File: src/rtl/fpr_pkg.sv
// Shared constants, types and codes of the fingerprint refcount table.
`default_nettype none
package fpr_pkg;
	localparam int ENTRIES  = 1024;
	localparam int KEY_BITS = 64;
	localparam int ADDR_W   = $clog2(ENTRIES);
	localparam int OCC_W    = $clog2(ENTRIES + 1);
	localparam int CNT_W    = 32;
	localparam int USED_W   = OCC_W + 8;
	localparam int CFG_AW   = 4;
	localparam int QDEPTH   = 2;
	localparam int QPTR_W   = $clog2(QDEPTH);
	localparam int QCNT_W   = $clog2(QDEPTH + 1);

	localparam logic [1:0] CMD_ADD   = 2'd0;
	localparam logic [1:0] CMD_FIND  = 2'd1;
	localparam logic [1:0] CMD_CLEAR = 2'd2;

	localparam logic [1:0] REG_BYTE_BUDGET = 2'd0;
	localparam logic [1:0] REG_ENTRY_BYTES = 2'd1;
	localparam logic [1:0] REG_EVICT_FLOOR = 2'd2;

	typedef enum logic [1:0] {OP_ADD, OP_FIND, OP_CLEAR, OP_NOP} op_t;

	typedef struct packed {
		op_t                 op;
		logic [KEY_BITS-1:0] key;
	} job_t;

	typedef struct packed {
		logic [31:0] byte_budget;
		logic [7:0]  entry_bytes;
		logic [31:0] evict_floor;
	} cfg_t;

	typedef struct packed {
		logic [31:0] ref_count;
		logic        was_present;
		logic [10:0] entries_stored;
		logic [10:0] entries_evicted;
		logic        insert_dropped;
	} res_t;

	typedef enum logic [2:0] {
		ST_INIT, ST_IDLE, ST_SCAN, ST_DECIDE, ST_EVICT, ST_INSERT, ST_CLEAR, ST_DONE
	} eng_state_t;
endpackage
`default_nettype wire

File: src/rtl/fpr_ifs.sv
// Request and result channel interfaces.
`default_nettype none
interface fpr_req_if;
	logic        valid;
	logic        ready;
	logic [1:0]  cmd;
	logic [63:0] fingerprint_key;
	modport source (output valid, output cmd, output fingerprint_key, input ready);
	modport sink (input valid, input cmd, input fingerprint_key, output ready);
endinterface

`default_nettype wire

File: src/rtl/fpr_front.sv
// Front end: takes requests, decodes the command and queues jobs for the engine.
`default_nettype none
module fpr_front
	import fpr_pkg::*;
(
	input  wire logic clk,
	input  wire logic arst_n,
	fpr_req_if.sink   req,
	input  wire logic init_done,
	output logic      job_valid,
	input  wire logic job_ready,
	output job_t      job
);
	job_t              q_mem [QDEPTH];
	logic [QPTR_W-1:0] wr_ptr_q, rd_ptr_q;
	logic [QCNT_W-1:0] cnt_q;
	logic              push, pop;
	job_t              in_job;

	assign req.ready = (cnt_q != QCNT_W'(QDEPTH)) && init_done;
	assign push      = req.valid && req.ready;
	assign job_valid = cnt_q != '0;
	assign pop       = job_valid && job_ready;
	assign job       = q_mem[rd_ptr_q];

	always_comb begin
		in_job.key = req.fingerprint_key[KEY_BITS-1:0];
		case (req.cmd)
			CMD_ADD:   in_job.op = OP_ADD;
			CMD_FIND:  in_job.op = OP_FIND;
			CMD_CLEAR: in_job.op = OP_CLEAR;
			default:   in_job.op = OP_NOP;
		endcase
	end

	always_ff @(posedge clk) begin
		if (push) begin
			q_mem[wr_ptr_q] <= in_job;
		end
	end

	always_ff @(posedge clk or negedge arst_n) begin
		if (!arst_n) begin
			wr_ptr_q <= '0;
			rd_ptr_q <= '0;
			cnt_q    <= '0;
		end else begin
			if (push) wr_ptr_q <= QPTR_W'(wr_ptr_q + 1'b1);
			if (pop)  rd_ptr_q <= QPTR_W'(rd_ptr_q + 1'b1);
			cnt_q <= QCNT_W'(cnt_q + QCNT_W'(push) - QCNT_W'(pop));
		end
	end
endmodule
`default_nettype wire

File: src/flat_wrapper.sv
// flat-port wrapper written by rule: the top's interface ports become plain ports
module fpr_front_flat import fpr_pkg::*;
  (clk, arst_n, init_done, job_valid, job_ready, job, req_valid, req_cmd, req_fingerprint_key, req_ready);
  fpr_req_if req_i ();
  input  wire logic clk;
  input  wire logic arst_n;
  input  wire logic init_done;
  output logic job_valid;
  input  wire logic job_ready;
  output job_t job;
  input wire logic [$bits(req_i.valid)-1:0] req_valid;
  input wire logic [$bits(req_i.cmd)-1:0] req_cmd;
  input wire logic [$bits(req_i.fingerprint_key)-1:0] req_fingerprint_key;
  output wire logic [$bits(req_i.ready)-1:0] req_ready;
  assign req_i.valid = req_valid;
  assign req_i.cmd = req_cmd;
  assign req_i.fingerprint_key = req_fingerprint_key;
  assign req_ready = req_i.ready;
  fpr_front u_core (.clk(clk), .arst_n(arst_n), .req(req_i), .init_done(init_done), .job_valid(job_valid), .job_ready(job_ready), .job(job));
endmodule
File: config.mk
export PLATFORM = sky130hd
export DESIGN_NAME = fpr_front_flat
export DESIGN_NICKNAME = d
export VERILOG_FILES = /design/src/rtl/fpr_pkg.sv /design/src/rtl/fpr_ifs.sv /design/src/rtl/fpr_front.sv /design/src/flat_wrapper.sv
export SDC_FILE = /design/constraint.sdc
export NUM_CORES = 1
export LEC_CHECK = 0
export BUFFER_PORTS_ARGS = -buffer_cell sky130_fd_sc_hd__buf_2
export CAP_MARGIN = 5
export CORE_MARGIN = 2
export CORE_UTILIZATION = 52
export DETAILED_ROUTE_END_ITERATION = 8
export HOLD_SLACK_MARGIN = 0.15
export PLACE_DENSITY = 0.89
export SYNTH_ARGS = -nofsm -noshare
export SYNTH_HDL_FRONTEND = slang
export SYNTH_SLANG_ARGS = --single-unit
File: constraint.sdc
create_clock -name clk -period 5.9 [get_ports clk]
set_clock_uncertainty 0.05 [all_clocks]
set_input_delay 0.59 -clock clk [delete_from_list [all_inputs] [get_ports clk]]
set_output_delay 0.59 -clock clk [all_outputs]
set_load 0.01 [all_outputs]
# --- Word-level counts from Yosys, hierarchy flattened ---
# Memory sizes are Yosys's and may differ from the RTL's.
# Index checks and enable logic that the tools add are counted.
word_totals:
  register_bits: 4
  mem_bits_rw: 132
  word_cells: 19
  memories: 1
op_classes:
  n_addsub: 4
  eq_ne: 3
  n_mux: 3
  n_reduce_logical: 5
mem_list:
  columns: ["memory", "words", "width", "read_ports", "rd_clocked_by_memory_dff", "wr", "line", "source"]
  rows:
  - ["u_core.q_mem", 2, 66, 1, 0, 1, "fpr_front.sv:14", "job_t q_mem [QDEPTH];"]
op_table:
  columns: ["operator", "n"]
  rows:
  - ["case mux 2 bit (3 select lines)", 1]
  - ["logical AND 1 bit", 3]
  - ["adder 1 bit (second input constant)", 2]
  - ["adder 2 x 1 -> 2 bit", 1]
  - ["== test 2 x 1 -> 1 bit (second input constant)", 1]
  - ["== test 2 bit (second input constant)", 1]
  - ["logical NOT 2 bit", 1]
  - ["two-way mux 1 bit", 2]
  - ["!= test 2 bit (second input constant)", 1]
  - ["nonzero test 2 bit", 1]
  - ["subtractor 2 x 1 -> 2 bit", 1]

# --- Longest topological paths before layout ---
logic_depth:
  ltp_word: 5
  ltp_mapped: 7

# --- Worst setup path after synthesis ---
# No wires, ideal clock.
synth_timing:
  path_type: "input -> register"
  from: "input req_valid"
  to: "memory u_core.q_mem[0][0] (netlist bit), enable pin"
  setup_ps: 498
  t_arrival_ps: 3746
  setup_slack_ps: 1606
  stages: 2
  path_buffers: 0
  cell_sequence: "and3_1 > nor2b_1"
synth_via:
  elab_chain_cells: 3
synth_rtl:
  columns: ["element", "line", "source"]
  rows:
  - ["start: declaration", "flat_wrapper.sv:11", "input wire logic [$bits(req_i.valid)-1:0] req_valid;"]
  - ["logical AND 1 bit", "fpr_front.sv:21", "assign push = req.valid && req.ready;"]
  - ["two-way mux 1 bit", "fpr_front.sv:37", "if (push) begin"]
  - ["two-way mux 1 bit (implied by the code)", "fpr_front.sv:38", "q_mem[wr_ptr_q] <= in_job;"]
  - ["end: declaration", "fpr_front.sv:14", null]
# No other way between the ends.

==> run_results.csv <==
group,metric,value,unit
detailed_routing,wl,8428,µm
global_routing,grt_usage,0.1597,
cells_and_area,area_growth_syn_to_layout,27.23,%
critical_path,timing.rr.start,"u_core.cnt_q[1]",
cts,cts_setup_buffers,0,
cts,insertion_delay,0.49,ns
critical_path,path_class,"flip-flop to output port",
detailed_routing,drc_errors,0,
pwr,peakVddDrop,0.0003502,V
synthesis,syn_area,0.005095,mm²
floorplan,die_area,0.01061,mm²
detailed_routing,drt_iter0_markers,73,
cts,cts_buffers,17,
cells_and_area,antenna_cells,0,
cts,cts_hold_buf,1,
critical_path,cp_top_family,"flip-flops",
cts,cts_root_buffer,"clkbuf_8",
critical_path,crit_path_end_kind,"output port",
sta,fin_crit,2.851,ns
pwr,pwr-share-clk,0.328,
sta,tightest_slew,1.043,ns
status,run_status,"finished clean",
synthesis,synthCells,226,
global_routing,grt_pass1_vias,2547,
global_routing,grt_max_degree,68,
critical_path,cp.required,5.26,ns
critical_path,reg2reg_to,"u_core.q_mem[0][3]",
placement,portBuffers,138,
min_path,min_path_cells,1,
critical_path,r2r_slack,3.46,ns
detailed_routing,num_vias,2541,
critical_path,cp_max_fo,67,
synthesis,synth_warnings,0,
sta,rsz0062_at_grt,"no",
placement,place_inst,490,
synthesis,syn_nets,299,
cts,clockBufferDepth,2,
cts,clkTransAtPathRegs,0.06,ns
min_path,hold_end,"u_core.q_mem[1][46]",
min_path,hold_path.class,"input pin to flip-flop",
detailed_routing,wl_per_cell,16.15,µm
floorplan,fp.dieW,103.0,µm
global_routing,antenna_found_initial,0,
detailed_routing,postRouteAntennaNets,0,
placement,post-dp-hpwl,5379,µm
sta,hold_ws,0.2310,ns
floorplan,die_h,103.0,µm
pwr,p_sw,0.7778,mW
critical_path,start_kind,"flip-flop",
critical_path,worstPathArrival,2.21,ns
pwr,pwr-share-seq,0.446,
synthesis,synth_cell_type_count,17,
pwr,power_leakage,2.527,nW
cells_and_area,stdcell_count,522,
floorplan,core-area,0.009639,mm²
sta,finalSetupTns,0,ns
cts,cts_max_level,4,
synthesis,synth_seq_area_share,0.7976,
cells_and_area,drive_above_1_share,0.6041,
sta,timing.final.crit_share,0.4833,
global_routing,overflow,0,
floorplan,ios,139,
floorplan,start_util,0.5286,
floorplan,row_count,36,
pwr,pwr-share-comb,0.226,
cells_and_area,num-fill-cells,675,
critical_path,slowest_stage,"dfrtp_4",
pwr,pwr_density_cell,464.7,mW/mm²
pwr,sw_frac_of_total,0.2582,
sta,slew_headroom,0.3049,
synthesis,syn_avg_cell_area,22.54,µm²
min_path,min_from,"req_fingerprint_key[46]",
cells_and_area,fin_nets,450,
global_routing,grt_pass1_wl,12120,µm
cts,clock_sinks,136,
pwr,p_int,2.234,mW
detailed_routing,vias_per_cell,4.868,
critical_path,critPathBufInv,1,
placement,gp_routability_congestion,0.7081,
sta,setup_violations,0,
sta,finalMaxSlewViolations,0,
critical_path,path_cells,"mux2_2 > buf_2",
critical_path,critical_path.max_stage_delay,1.12,ns
run,cap_violations,0,
sta,hold_viol,0,
cts,cts-resized-gates,0,
detailed_routing,first_pass_iters,4,
synthesis,synth-seq-cells,136,
critical_path,worstRegToRegCells,4,
sta,max_freq,0.3507,GHz
cts,cts_tree,"built",
[worst reg2reg max path, delay by kind of cell, from the launching register on]
family,cells,cell delay [ns]
flops,1,0.40
simple gates,3,0.98
buf+inv,1,0.60
[flip-flops by register name, indices dropped and copies added (netlist names)]
register and count:
u_core.rd_ptr_q 1, u_core.wr_ptr_q 1, u_core.q_mem 132, u_core.cnt_q 2
[logic make-up after synthesis]
kind of cell / Yosys count / synth area share
fa+ha+maj: 2 / 0.004911
mux: 66 / 0.1680
simple gates: 7 / 0.008599
flops: 136 / 0.7976
buf+inv: 11 / 0.01400
xor+xnor: 4 / 0.006877
[area by class of cell]
| class | count | area [µm²] | share of cell area |
|---|---|---|---|
| clock buffers | 20 | 425.4 | 0.06562 |
| flip-flops and latches | 136 | 4068 | 0.6275 |
| well taps | 133 | 166.4 | 0.02567 |
| clock inverters | 11 | 131.4 | 0.02027 |
| repair buffers | 141 | 715.7 | 0.1104 |
| inverters | 2 | 7.507 | 0.001158 |
| multi-input cells | 79 | 968.4 | 0.1494 |
[per-stage QoR]
stage               area [µm²]  power [mW]  setup slack, ns  utilization
floorplan                 5095       1.815            1.606            -
global placement          5916       2.034            3.281       0.6137
detailed placement        5916       2.058            3.230       0.6137
CTS                       6482       3.052            2.992       0.6725
global route              6482       3.145            2.938       0.6725
finish                    6482       3.012            3.049       0.6725
[placed cells by master (no fill, tap or decap)]
cell,instances
buf_2,138
edfxtp_1,132
mux2_2,36
mux2_4,30
clkbuf_16,16
clkinv_1,3
clkinv_2,3
clkbuf_1,3
bufinv_16,3
dfrtp_1,3
and2_1,2
inv_1,2
xnor2_1,2
xor2_1,2
ha_1,2
clkinvlp_4,2
buf_4,2
or2_2,1
nand2b_1,1
and3_1,1
nor2b_4,1
and2_2,1
clkbuf_8,1
dlygate4sd3_1,1
dfrtp_4,1
[worst max-delay path by stage]
stage / from / end / slack [ns] / cells after the start
after floorplan: req_valid / u_core.q_mem[0][0] / 1.61 / 2
after global placement: req_valid / u_core.q_mem[0][47] / 3.28 / 4
after detailed placement: init_done / u_core.q_mem[0][47] / 3.23 / 4
after CTS: u_core.rd_ptr_q / job[65] / 2.99 / 2
after global routing: u_core.rd_ptr_q / job[65] / 2.94 / 2
final: u_core.rd_ptr_q / job[1] / 3.05 / 2
[synth_stat cells]
master      n  area [µm²]
mux2_4     30       450.4
or2_2       1       6.260
buf_4       1       7.510
and3_1      1       6.260
mux2_2     36       405.4
and2_1      3       18.77
xor2_1      2       17.52
clkbuf_1    2       7.510
dfrtp_1     4       100.1
ha_1        2       25.02
buf_6       3       33.78
buf_2       3       15.01
edfxtp_1  132        3964
xnor2_1     2       17.52
nand2b_1    1       6.260
nor2b_1     1       6.260
inv_1       2       7.510
[metal layers]
metal | vias up | share of wire | global-route usage
met4 | 0 | 0.0098 | 0.06984
met3 | 7 | 0.059 | 0.05424
met5 | - | 0 | 0
li1 | 1190 | - | -
met1 | 1242 | 0.40 | 0.1856
met2 | 102 | 0.53 | 0.2707
[power by group through the flow]
stage / combinational, mW / sequential (mW) / clock (mW)
after detailed placement: 0.690 / 1.37 / 0
after global placement: 0.676 / 1.36 / 0
final: 0.681 / 1.34 / 0.987
after CTS: 0.694 / 1.35 / 1.01
after global routing: 0.738 / 1.36 / 1.04
after floorplan: 0.557 / 1.26 / 0
Note: power is estimated with default switching activity, not from simulation.
