--- src/rtl/fpr_pkg.sv ---
// Shared constants, types and codes of the fingerprint refcount table.
`default_nettype none
package fpr_pkg;
	localparam int ENTRIES  = 1024;
	localparam int KEY_BITS = 64;
	localparam int ADDR_W   = $clog2(ENTRIES);
	localparam int OCC_W    = $clog2(ENTRIES + 1);
	localparam int CNT_W    = 32;
	localparam int USED_W   = OCC_W + 8;
	localparam int CFG_AW   = 4;
	localparam int QDEPTH   = 2;
	localparam int QPTR_W   = $clog2(QDEPTH);
	localparam int QCNT_W   = $clog2(QDEPTH + 1);

	localparam logic [1:0] CMD_ADD   = 2'd0;
	localparam logic [1:0] CMD_FIND  = 2'd1;
	localparam logic [1:0] CMD_CLEAR = 2'd2;

	localparam logic [1:0] REG_BYTE_BUDGET = 2'd0;
	localparam logic [1:0] REG_ENTRY_BYTES = 2'd1;
	localparam logic [1:0] REG_EVICT_FLOOR = 2'd2;

	typedef enum logic [1:0] {OP_ADD, OP_FIND, OP_CLEAR, OP_NOP} op_t;

	typedef struct packed {
		op_t                 op;
		logic [KEY_BITS-1:0] key;
	} job_t;

	typedef struct packed {
		logic [31:0] byte_budget;
		logic [7:0]  entry_bytes;
		logic [31:0] evict_floor;
	} cfg_t;

	typedef struct packed {
		logic [31:0] ref_count;
		logic        was_present;
		logic [10:0] entries_stored;
		logic [10:0] entries_evicted;
		logic        insert_dropped;
	} res_t;

	typedef enum logic [2:0] {
		ST_INIT, ST_IDLE, ST_SCAN, ST_DECIDE, ST_EVICT, ST_INSERT, ST_CLEAR, ST_DONE
	} eng_state_t;
endpackage
`default_nettype wire

--- src/rtl/fpr_cfg.sv ---
// Configuration registers behind the APB-style port.
`default_nettype none
module fpr_cfg
	import fpr_pkg::*;
(
	input  wire logic              clk,
	input  wire logic              arst_n,
	input  wire logic              psel,
	input  wire logic              penable,
	input  wire logic              pwrite,
	input  wire logic [CFG_AW-1:0] paddr,
	input  wire logic [31:0]       pwdata,
	output logic      [31:0]       prdata,
	output logic                   pready,
	output cfg_t                   cfg
);
	cfg_t       cfg_q;
	logic       wr;
	logic [1:0] idx;

	assign pready = 1'b1;
	assign idx    = paddr[CFG_AW-1:2];
	assign wr     = psel && penable && pwrite;
	assign cfg    = cfg_q;

	always_ff @(posedge clk or negedge arst_n) begin
		if (!arst_n) begin
			cfg_q.byte_budget <= 32'd65536;
			cfg_q.entry_bytes <= 8'd48;
			cfg_q.evict_floor <= 32'd1;
		end else if (wr) begin
			case (idx)
				REG_BYTE_BUDGET: cfg_q.byte_budget <= pwdata;
				REG_ENTRY_BYTES: cfg_q.entry_bytes <= pwdata[7:0];
				REG_EVICT_FLOOR: cfg_q.evict_floor <= pwdata;
				default: ;
			endcase
		end
	end

	always_comb begin
		case (idx)
			REG_BYTE_BUDGET: prdata = cfg_q.byte_budget;
			REG_ENTRY_BYTES: prdata = {24'd0, cfg_q.entry_bytes};
			REG_EVICT_FLOOR: prdata = cfg_q.evict_floor;
			default:         prdata = 32'd0;
		endcase
	end
endmodule
`default_nettype wire

--- config.mk ---
export PLATFORM = sky130hd
export DESIGN_NAME = fpr_cfg
export DESIGN_NICKNAME = d
export VERILOG_FILES = /design/src/rtl/fpr_pkg.sv /design/src/rtl/fpr_cfg.sv
export SDC_FILE = /design/constraint.sdc
export NUM_CORES = 1
export LEC_CHECK = 0
export CELL_PAD_IN_SITES_DETAIL_PLACEMENT = 1
export CELL_PAD_IN_SITES_GLOBAL_PLACEMENT = 2
export CORE_MARGIN = 5
export CORE_UTILIZATION = 39
export DETAILED_ROUTE_END_ITERATION = 8
export DONT_BUFFER_PORTS = 1
export PLACE_DENSITY_LB_ADDON = 0.1
export SLEW_MARGIN = 30
export SYNTH_ARGS = -nofsm -noshare
export SYNTH_HDL_FRONTEND = slang
export SYNTH_SLANG_ARGS = --single-unit
--- constraint.sdc ---
create_clock -name clk -period 1.3 [get_ports clk]
set_clock_uncertainty 0.05 [all_clocks]
set_input_delay 0.13 -clock clk [delete_from_list [all_inputs] [get_ports clk]]
set_output_delay 0.13 -clock clk [all_outputs]
set_load 0.005 [all_outputs]
* Word level (Yosys, flattened, before mapping)
Cells that the tools add are included.
** Storage, ports and cells
- Flip-flop bits (word level) :: 72
- Bits of input ports :: 41
- Word-level logic and storage cells :: 12
** Operators by class
- Equal/unequal tests :: 2
- Mux-type cells :: 1
- Reduce and logical (&&, ||, !) cells :: 6
** Operators by type and width (count)
- 32-bit case mux with 3 select lines :: 1
- 2-bit AND reduction :: 3
- 2-bit by 1-bit == test with 1-bit output, second input constant :: 1
- 2-bit == test, second input constant :: 1
- 1-bit logical AND :: 2
- 2-bit zero test :: 1

* Logic depth before layout (Yosys ltp)
Gate-level depths: netlist of run 1.
- Depth in word-level cells :: 3
- Mapped depth :: 5
- Mapped depth without buffers :: 3

* Least setup slack after synthesis of run 1
OpenSTA, ideal clock, no wires.
- Path kind :: input port to flip-flop
- Start point :: input port paddr[3]
- End point :: register cfg_q, in the netlist cfg[40]
- Setup time :: 125 ps
- Arrival :: 1128 ps
- Required time :: 1125 ps
- Slack :: -3 ps
- Cell stages on the path :: 4
- Buffers on the path :: 2
- Cells stage by stage :: buf_2 nor3_2 buf_4 mux2_2
** On the way
- Longest elaborated chain between the ends :: 2
** Ends and longest elaborated chain
- from (decl) :: RTL line fpr_cfg.sv:11 : input wire logic [CFG_AW-1:0] paddr,
- 2-bit zero test :: RTL line fpr_cfg.sv:32 : case (idx)
- 2-bit AND reduction (no source line)
- to (decl) :: RTL line fpr_cfg.sv:17 : cfg_t cfg_q;
No other way between the ends.
A chain may end at the register's enable or synchronous reset.

* Worst setup path after layout of run 1
- Start point :: register cfg_q, in the netlist cfg[37]
- End point :: output port prdata[5]
** On the way
- Longest elaborated chain between the ends :: 1
** Ends and longest elaborated chain
- 32-bit case mux with 3 select lines :: RTL line fpr_cfg.sv:42 : case (idx)
- to (decl) :: RTL line fpr_cfg.sv:13 : output logic [31:0] prdata,
No other way between the ends.

==> flow_summary.yaml, run 1 <==
status:
  run_status: "finished with violations"
  failed_checks: "hold timing, setup timing"
power:
  p_clk_share_pct: 31.1
  power.switching_mw: 1.77
  powerDensity_nw_per_um2: 1590
  irDropWorstVdd_v: 0.000624
  power_frac_seq_pct: 53.3
  p_int_mw: 4.55
  comb_power_share_pct: 15.5
  power.share.switching_pct: 28.0
  p_leak_nw: 1.77
critical_path:
  worstSetupStartpointType: "register"
  worstPathMaxFanout: 3
  end_kind: "output port"
  crit_type: "register to output port"
  r2r-end: "cfg[26]"
  arrival_ns: 1.15
  rrSetupSlack_ns: 0.41
  r2r_start: "cfg[26]"
  rr_worst_depth: 1
  crit_required_ns: 1.12
placement:
  dp_slack_ns: -0.0667
  place_area_um2: 3430
  io_buffers: 0
  place_congestion: 0.739
  dpl.hpwl_um: 5670
synthesis:
  synthCells: 239
  yosysTopAreaCellShare_pct: 51.7
  netlist_top_cells_area: "dfrtp_1 (52%), mux2_2 (20%), mux2i_1 (9.7%)"
  ys.flop_type: "dfrtp_1"
  syn_area_um2: 3290
  avgSynthCellArea_um2: 13.8
  synth_commonest_cells: "dfrtp_1 (68), mux2_2 (59), mux2i_1 (32), nor2_1 (24)"
  ys_types: 20
  yosysSeqAreaShare_pct: 54.9
  synthArstFlopShare_pct: 100
  synth_area_leader_cell: "dfrtp_1"
  synth_nets: 280
  ys_ff_latch: 72
  yosys.cell_count.top_type: "dfrtp_1"
  synth-warning-count: 0
  synth_edf_count: 0
clock_network:
  hold_buffers: 32
  cts_tree: "built"
  h-tree-depth: 3
  cts_sinks: 72
  clk_pin_slew_ns: 0.08
  clockRootBuffer: "clkbuf_8"
  clockBufferDepth: 2
  clkLatencyLatePin_ns: 0.34
  cts_buffers: 9
die:
  core_area_um2: 8220
  row_count: 33
  io_pins: 146
  chipHeight_um: 102
  die_x_um: 102
  die_area_um2: 10400
  start_util_pct: 40.1
routing:
  first_pass_iters: 3
  postRouteAntennaNets: 0
  drt_wl_total_um: 8380
  vias_per_cell: 5.41
  wl_per_cell_um: 21.9
  drcViolationCount: 0
  drt_iter0_drc: 16
  vias: 2068
timing:
  min_period_ns: 1.33
  setup_viol_count_final: 2
  drv_slew: 0
  fmax_mhz: 751
  whs_ns: -0.572
  rsz0062_at_grt: "true"
  setup_ws_ns: -0.0313
  hold_viol: 72
  min_period_over_period_pct: 102
grt:
  grt_pass1_vias: 2484
  grt_max_degree: 73
  grt_antenna_before_repair: 0
  grtUsageTotal_pct: 16.6
  overflow: 0
  grt_pass1_wl_um: 13200
cells_and_area:
  multiInputGateArea_um2: 1390
  fin_nets: 313
  regArea_um2: 1810
  drive_gt1_share_pct: 34.7
  n_fill_cell: 828
  num_antenna_cells: 0
  stdcell_area_um2: 3970
  largest_register_ffs: 72
  area_delta_synth_final_pct: 20.5
flow_run:
  max_cap_violations: 0
hold_path:
  min_path_type: "primary input to async pin"
==> power by group through the flow <==
stage	clock network [mW]	logic, mW	registers [mW]
after CTS	2.02	0.995	3.39
after global placement	0	0.842	3.39
after global routing	2.12	1.09	3.46
final	1.97	0.982	3.37
after detailed placement	0	0.894	3.43
after floorplan	0	0.810	3.22
==> per-stage QoR <==
stage	hold WS, ns	instances	utilization (%)	power (mW)	TNS, ns
detailed placement	-0.212	334	41.7	4.32	-1.09
finish	-0.572	382	48.3	6.31	-0.0450
global route	-0.602	382	48.3	6.67	-0.245
floorplan	-0.216	239	-	4.03	0
global placement	-0.213	334	41.7	4.24	-0.260
CTS	-0.592	382	48.3	6.41	-0.105
==> routing by layer <==
layer	share of wire, %	global-route usage (%)	vias up
met5	0	0	-
met4	1.4	6.46	0
met3	7.5	4.64	11
met2	54	30.1	83
met1	37	18.4	1071
li1	-	-	903
==> how the worst max path moves through the flow <==
stage | start | to | slack [ns] | cells after the start
after global placement | pwrite | cfg[32] | -0.05 | 4
after detailed placement | pwrite | cfg[32] | -0.07 | 4
after floorplan | paddr[3] | cfg[21] | 0.01 | 4
after CTS | cfg[37] | prdata[5] | -0.07 | 2
final | cfg[37] | prdata[5] | -0.03 | 2
after global routing | cfg[37] | prdata[5] | -0.11 | 2
==> layout make-up <==
| type | instances | area share, % |
|---|---|---|
| clock buffer | 11 | 3.56 |
| clock inverter | 5 | 2.02 |
| multi-input combinational | 150 | 34.9 |
| sequential | 72 | 45.5 |
| tap | 105 | 3.31 |
| timing repair buffer | 39 | 10.7 |
==> cells by family after synthesis <==
group	count (synthesis)	synth area share, %
buf+inv	17	3.23
flops	72	54.9
simple gates	37	5.28
other cells	1	0.114
compound gates	8	1.22
mux	104	35.3
==> worst max-delay path, stage by stage (launching register included) <==
cell and delay [ns]:
dfstp_2 0.57, mux2i_1 0.07, o21ai_1 0.17
==> cells in the final DEF (no fill, tap or decap), types with 4 or more instances in the layout <==
cell           instances
nand2_1                8
clkbuf_8              10
o21ai_1                6
mux2_4                 8
nor2_1                24
dfstp_2                4
dfrtp_1               68
mux2i_1               32
mux2_1                 5
buf_12                 4
dlygate4sd3_1         32
mux2_2                59
==> what timing repair did <==
item	4_1_cts	5_1_grt
resized for setup	4	2
hold endpoints to repair	144	72
pin swaps	0	1
setup buffers	0	0
endpoints found under the setup margin	5	5
No activity file was read; power rests on OpenSTA's default activity.
==> run 2, diff against run 1 <==
--- a/config.mk
+++ b/config.mk
@@ -5,10 +5,11 @@
 export SDC_FILE = /design/constraint.sdc
 export NUM_CORES = 1
 export LEC_CHECK = 0
+export ABC_AREA = 1
 export CELL_PAD_IN_SITES_DETAIL_PLACEMENT = 1
 export CELL_PAD_IN_SITES_GLOBAL_PLACEMENT = 2
 export CORE_MARGIN = 5
-export CORE_UTILIZATION = 39
+export CORE_UTILIZATION = 33
 export DETAILED_ROUTE_END_ITERATION = 8
 export DONT_BUFFER_PORTS = 1
 export PLACE_DENSITY_LB_ADDON = 0.1
==> constraint.sdc (replaced) <==
create_clock -name clk -period 1.4 [get_ports clk]
set_clock_uncertainty 0.05 [all_clocks]
set_input_delay 0.14 -clock clk [delete_from_list [all_inputs] [get_ports clk]]
set_output_delay 0.14 -clock clk [all_outputs]
set_load 0.005 [all_outputs]
==> run 2 against run 1 <==
  * Combinational power fell by 29%
  * Clock-buffer cell count did not move
  * Final area rose by 0.35%
  * Critical path depth did not move
  * Hold slack improved by 0.0015 ns
  * The flow finishes with violations (hold timing)
  * Clock power rose by 6%
==> flow_summary.yaml, run 2 <==
synthesis:
  avgSynthCellArea_um2: 7.44
  syn_area_um2: 3200
  ys_types: 12
  ys.flop_type: "dfrtp_1"
  yosysSeqAreaShare_pct: 56.5
  synthCells: 430
  yosys.cell_count.top_type: "nand2_1"
  synthArstFlopShare_pct: 100
  synth_nets: 471
  synth_commonest_cells: "nand2_1 (318), dfrtp_1 (68), buf_2 (18), nand3_1 (9)"
  yosysTopAreaCellShare_pct: 53.2
  synth_edf_count: 0
  synth-warning-count: 0
  netlist_top_cells_area: "dfrtp_1 (53%), nand2_1 (37%), dfstp_2 (3.3%)"
  ys_ff_latch: 72
  synth_area_leader_cell: "dfrtp_1"
clock_network:
  hold_buffers: 32
  cts_sinks: 72
  clk_pin_slew_ns: 0.09
  h-tree-depth: 3
  clockRootBuffer: "clkbuf_8"
  post_cts_resized: 0
  clkLatencyLatePin_ns: 0.33
  cts_setup_buffers: 0
  cts_tree: "built"
  clockBufferDepth: 2
  cts_buffers: 9
die:
  die_area_um2: 11800
  core_area_um2: 9590
  die_x_um: 108
  chipHeight_um: 108
  io_pins: 146
  start_util_pct: 33.4
  row_count: 36
routing:
  drt_iter0_drc: 75
  vias_per_cell: 4.64
  drt_wl_total_um: 10300
  postRouteAntennaNets: 0
  first_pass_iters: 4
  wl_per_cell_um: 17.0
  vias: 2816
  drcViolationCount: 0
timing:
  tns_ns: 0
  min_period_ns: 1.29
  min_period_over_period_pct: 92.0
  fmax_mhz: 777
  setup_viol_count_final: 0
  rsz0062_at_grt: "false"
  hold_viol: 72
  drv_slew: 0
  whs_ns: -0.571
critical_path:
  arrival_ns: 1.10
  worstPathMaxFanout: 3
  crit_type: "register to output port"
  crit_required_ns: 1.21
  r2r-end: "cfg[0]"
  r2r_start: "cfg[0]"
  rrSetupSlack_ns: 0.60
  rr_worst_depth: 2
  end_kind: "output port"
  worstSetupStartpointType: "register"
cells_and_area:
  largest_register_ffs: 72
  num_antenna_cells: 0
  fin_nets: 510
  drive_gt1_share_pct: 9.28
  area_delta_synth_final_pct: 24.4
  final_common_cell: "nand2_1"
  final_cell_mix: "nand2_1 (318), dfrtp_1 (68), dlygate4sd3_1 (32), buf_4 (13), clkbuf_8 (11)"
  stdcell_area_um2: 3980
power:
  p_clk_share_pct: 35.9
  irDropWorstVdd_v: 0.000548
  power_frac_seq_pct: 52.0
  p_int_mw: 4.10
  power.share.switching_pct: 29.2
  powerDensity_nw_per_um2: 1450
  comb_power_share_pct: 12.0
  p_leak_nw: 2.16
  power.switching_mw: 1.69
placement:
  dpl.hpwl_um: 6860
  io_buffers: 0
  place_congestion: 0.709
  place_area_um2: 3410
status:
  run_status: "finished with violations"
  failed_checks: "hold timing"
grt:
  grt_antenna_before_repair: 0
  grtUsageTotal_pct: 17.5
  overflow: 0
  grt_max_degree: 73
  grt_pass1_wl_um: 15700
  grt_pass1_vias: 2943
flow_run:
  max_cap_violations: 0
hold_path:
  min_path_type: "primary input to async pin"
-- run 2: changes by cell type after synthesis, sizes merged, moves of 3 or more --
cell / delta
buf: +5
o21ai: -8
nand2: +311
inv: +5
clkbuf: -3
nand3: +8
mux2i: -32
nor2: -19
mux2: -72
-- run 2: per-stage QoR --
step	utilization, %	setup slack, ns	instances	power [mW]
4_1_cts	41.5	0.0805	607	5.88
3_5_place_dp	35.5	0.367	559	3.68
2_1_floorplan	-	0.552	430	3.39
5_1_grt	41.5	0.0540	607	6.12
6_report	41.5	0.112	607	5.79
3_3_place_gp	35.5	0.383	559	3.64
-- run 2: routing by layer --
metal / vias up / part of all wire (%) / routed length, um / GRT usage [%]
met5: - / 0 / 0 / 0
met4: 0 / 0.98 / 101 / 4.42
met3: 8 / 6.5 / 665 / 5.37
met2: 85 / 49 / 5040 / 29.5
met1: 1359 / 44 / 4490 / 21.8
li1: 1364 / - / - / -
-- run 2: cells by family after synthesis --
kind of cell,synth area share [%]
buffers and inverters,3.64
flip-flops,56.5
other,0.117
AND/OR/NAND/NOR,39.8
-- run 2: cell type report --
cell class / count / area, um^2
sequential: 72 / 1810
fill: 1203 / 5610
inverter: 5 / 18.8
clock inverter: 5 / 103
clock buffer: 11 / 151
timing repair buffer: 47 / 458
tap: 133 / 166
multi-input combinational: 334 / 1280
-- run 2: worst max-delay path: stages, from the launching register on --
cell,delay [ns]
dfstp_2,0.58
nand2_1,0.07
nand3_1,0.12
-- run 2: worst max-delay path by stage --
| stage | to | from | slack [ns] | cells past startpoint |
|---|---|---|---|---|
| global route | prdata[0] | cfg[0] | 0.05 | 2 |
| floorplan | prdata[4] | cfg[36] | 0.55 | 2 |
| global placement | cfg[35] | paddr[3] | 0.38 | 6 |
| CTS | prdata[0] | cfg[0] | 0.08 | 2 |
| finish | prdata[0] | cfg[0] | 0.11 | 2 |
| detailed placement | cfg[38] | paddr[3] | 0.37 | 6 |
-- run 2: power by group through the flow --
stage	Sequential, mW	Clock, mW	Combinational [mW]
after floorplan	2.90	0	0.499
after global placement	3.06	0	0.584
after detailed placement	3.06	0	0.617
after CTS	3.03	2.14	0.713
after global routing	3.08	2.23	0.812
final	3.01	2.08	0.697
==> run 3, diff against run 2 <==
--- a/config.mk
+++ b/config.mk
@@ -12,7 +12,7 @@
 export CORE_UTILIZATION = 33
 export DETAILED_ROUTE_END_ITERATION = 8
 export DONT_BUFFER_PORTS = 1
-export PLACE_DENSITY_LB_ADDON = 0.1
+export PLACE_DENSITY = 0.85
 export SLEW_MARGIN = 30
 export SYNTH_ARGS = -nofsm -noshare
 export SYNTH_HDL_FRONTEND = slang
==> run 3 against run 2 <==
  * Register-to-register slack hardly changed
  * Combinational power grew 0.9%
  * Via count is 3.1% higher
  * Hold slack better by 0.0064 ns
  * The run still ends with hold timing left
  * Final area fell by 2.1%
  * Clock-buffer cell count increased by 2
  * Non-clock buffer count fell by 2
  * Worst setup slack better by 0.013 ns
  * Flip-flop and latch count is the same
  * Global-route usage up 0.32 points
  * Fmax is 1.1% higher
  * Sequential power is essentially flat
==> flow_summary.yaml, run 3 (synthesis results as in run 2) <==
power:
  powerDensity_nw_per_um2: 1380
  p_leak_nw: 2.12
  irDropWorstVdd_v: 0.000626
status:
  run_status: "finished with violations"
  failed_checks: "hold timing"
critical_path:
  rr_worst_depth: 2
  r2r_start: "cfg[36]"
  worstSetupStartpointType: "register"
  crit_type: "register to output port"
  end_kind: "output port"
  worstPathMaxFanout: 3
  arrival_ns: 1.08
  r2r-end: "cfg[36]"
  rrSetupSlack_ns: 0.60
  crit_required_ns: 1.21
grt:
  grt_max_degree: 73
  grtUsageTotal_pct: 17.8
  overflow: 0
  grt_pass1_wl_um: 16100
  grt_antenna_before_repair: 0
  grt_pass1_vias: 3120
clock_network:
  cts_buffers: 9
  clkLatencyLatePin_ns: 0.33
  h-tree-depth: 3
  clockBufferDepth: 2
  post_cts_resized: 0
  clk_pin_slew_ns: 0.08
  clockRootBuffer: "clkbuf_8"
  cts_sinks: 72
  cts_setup_buffers: 0
  cts_tree: "built"
  hold_buffers: 32
hold_path:
  min_path_type: "primary input to async pin"
cells_and_area:
  final_cell_mix: "nand2_1 (318), dfrtp_1 (68), dlygate4sd3_1 (32), buf_4 (12), clkbuf_8 (11)"
  n_fill_cell: 1203
  final_common_cell: "nand2_1"
  fin_nets: 508
  num_antenna_cells: 0
  area_delta_synth_final_pct: 21.8
  multiInputGateArea_um2: 1280
  largest_register_ffs: 72
  drive_gt1_share_pct: 8.47
  regArea_um2: 1810
timing:
  min_period_over_period_pct: 91.0
  setup_viol_count_final: 0
  hold_viol: 72
  tns_ns: 0
  drv_slew: 0
  fmax_mhz: 785
  setup_ws_ns: 0.126
  min_period_ns: 1.27
  whs_ns: -0.564
  rsz0062_at_grt: "false"
die:
  core_area_um2: 9590
  die_area_um2: 11800
  die_x_um: 108
  row_count: 36
  chipHeight_um: 108
  start_util_pct: 33.4
  io_pins: 146
placement:
  dpl.hpwl_um: 7130
  dp_slack_ns: 0.264
  place_congestion: 0.707
  io_buffers: 0
routing:
  first_pass_iters: 4
  drt_wl_total_um: 10200
  drcViolationCount: 0
  vias_per_cell: 4.80
  wl_per_cell_um: 16.9
  vias: 2903
  postRouteAntennaNets: 0
  drt_iter0_drc: 79
flow_run:
  max_cap_violations: 0
[run 3: per-stage QoR]
step,cells,util (%),total power [mW],area (um^2)
after detailed placement,557,35.2,3.68,3380
after CTS,605,40.6,5.47,3900
after global routing,605,40.6,5.75,3900
final,605,40.6,5.40,3900
after global placement,557,35.2,3.62,3380
after floorplan,430,-,3.39,3200
[run 3: final cells by class]
type | count | share of cell area (%)
multi-input cells | 334 | 32.8
well taps | 133 | 4.27
clock buffers | 13 | 4.08
inverters | 5 | 0.481
flip-flops and latches | 72 | 46.3
repair buffers | 45 | 11.0
clock inverters | 3 | 1.03
[run 3: worst max-delay path: stages, from the launching register on]
cell and delay [ns]:
dfstp_2 0.57, nand2_1 0.06, nand3_1 0.12
[run 3: metal layers]
layer / track usage (%) / part of all wire (%)
met2: 30.4 / 50
met5: 0 / 0
met3: 5.43 / 7.4
met4: 6.22 / 1.1
met1: 21.1 / 42
[run 3: worst max-delay path by stage]
stage / from / end / slack, ns / depth (start not counted)
2_1_floorplan: cfg[36] / prdata[4] / 0.55 / 2
3_5_place_dp: psel / cfg[15] / 0.26 / 6
5_1_grt: cfg[0] / prdata[0] / 0.04 / 2
4_1_cts: cfg[0] / prdata[0] / 0.09 / 2
6_report: cfg[0] / prdata[0] / 0.13 / 2
3_3_place_gp: psel / cfg[8] / 0.28 / 6
[run 3: power breakdown]
group	leakage, nW	internal (mW)	switching [mW]	total [mW]
logic	1.11	0.294	0.409	0.703
registers	0.906	2.52	0.485	3.01
clock network	0.103	0.918	0.767	1.68
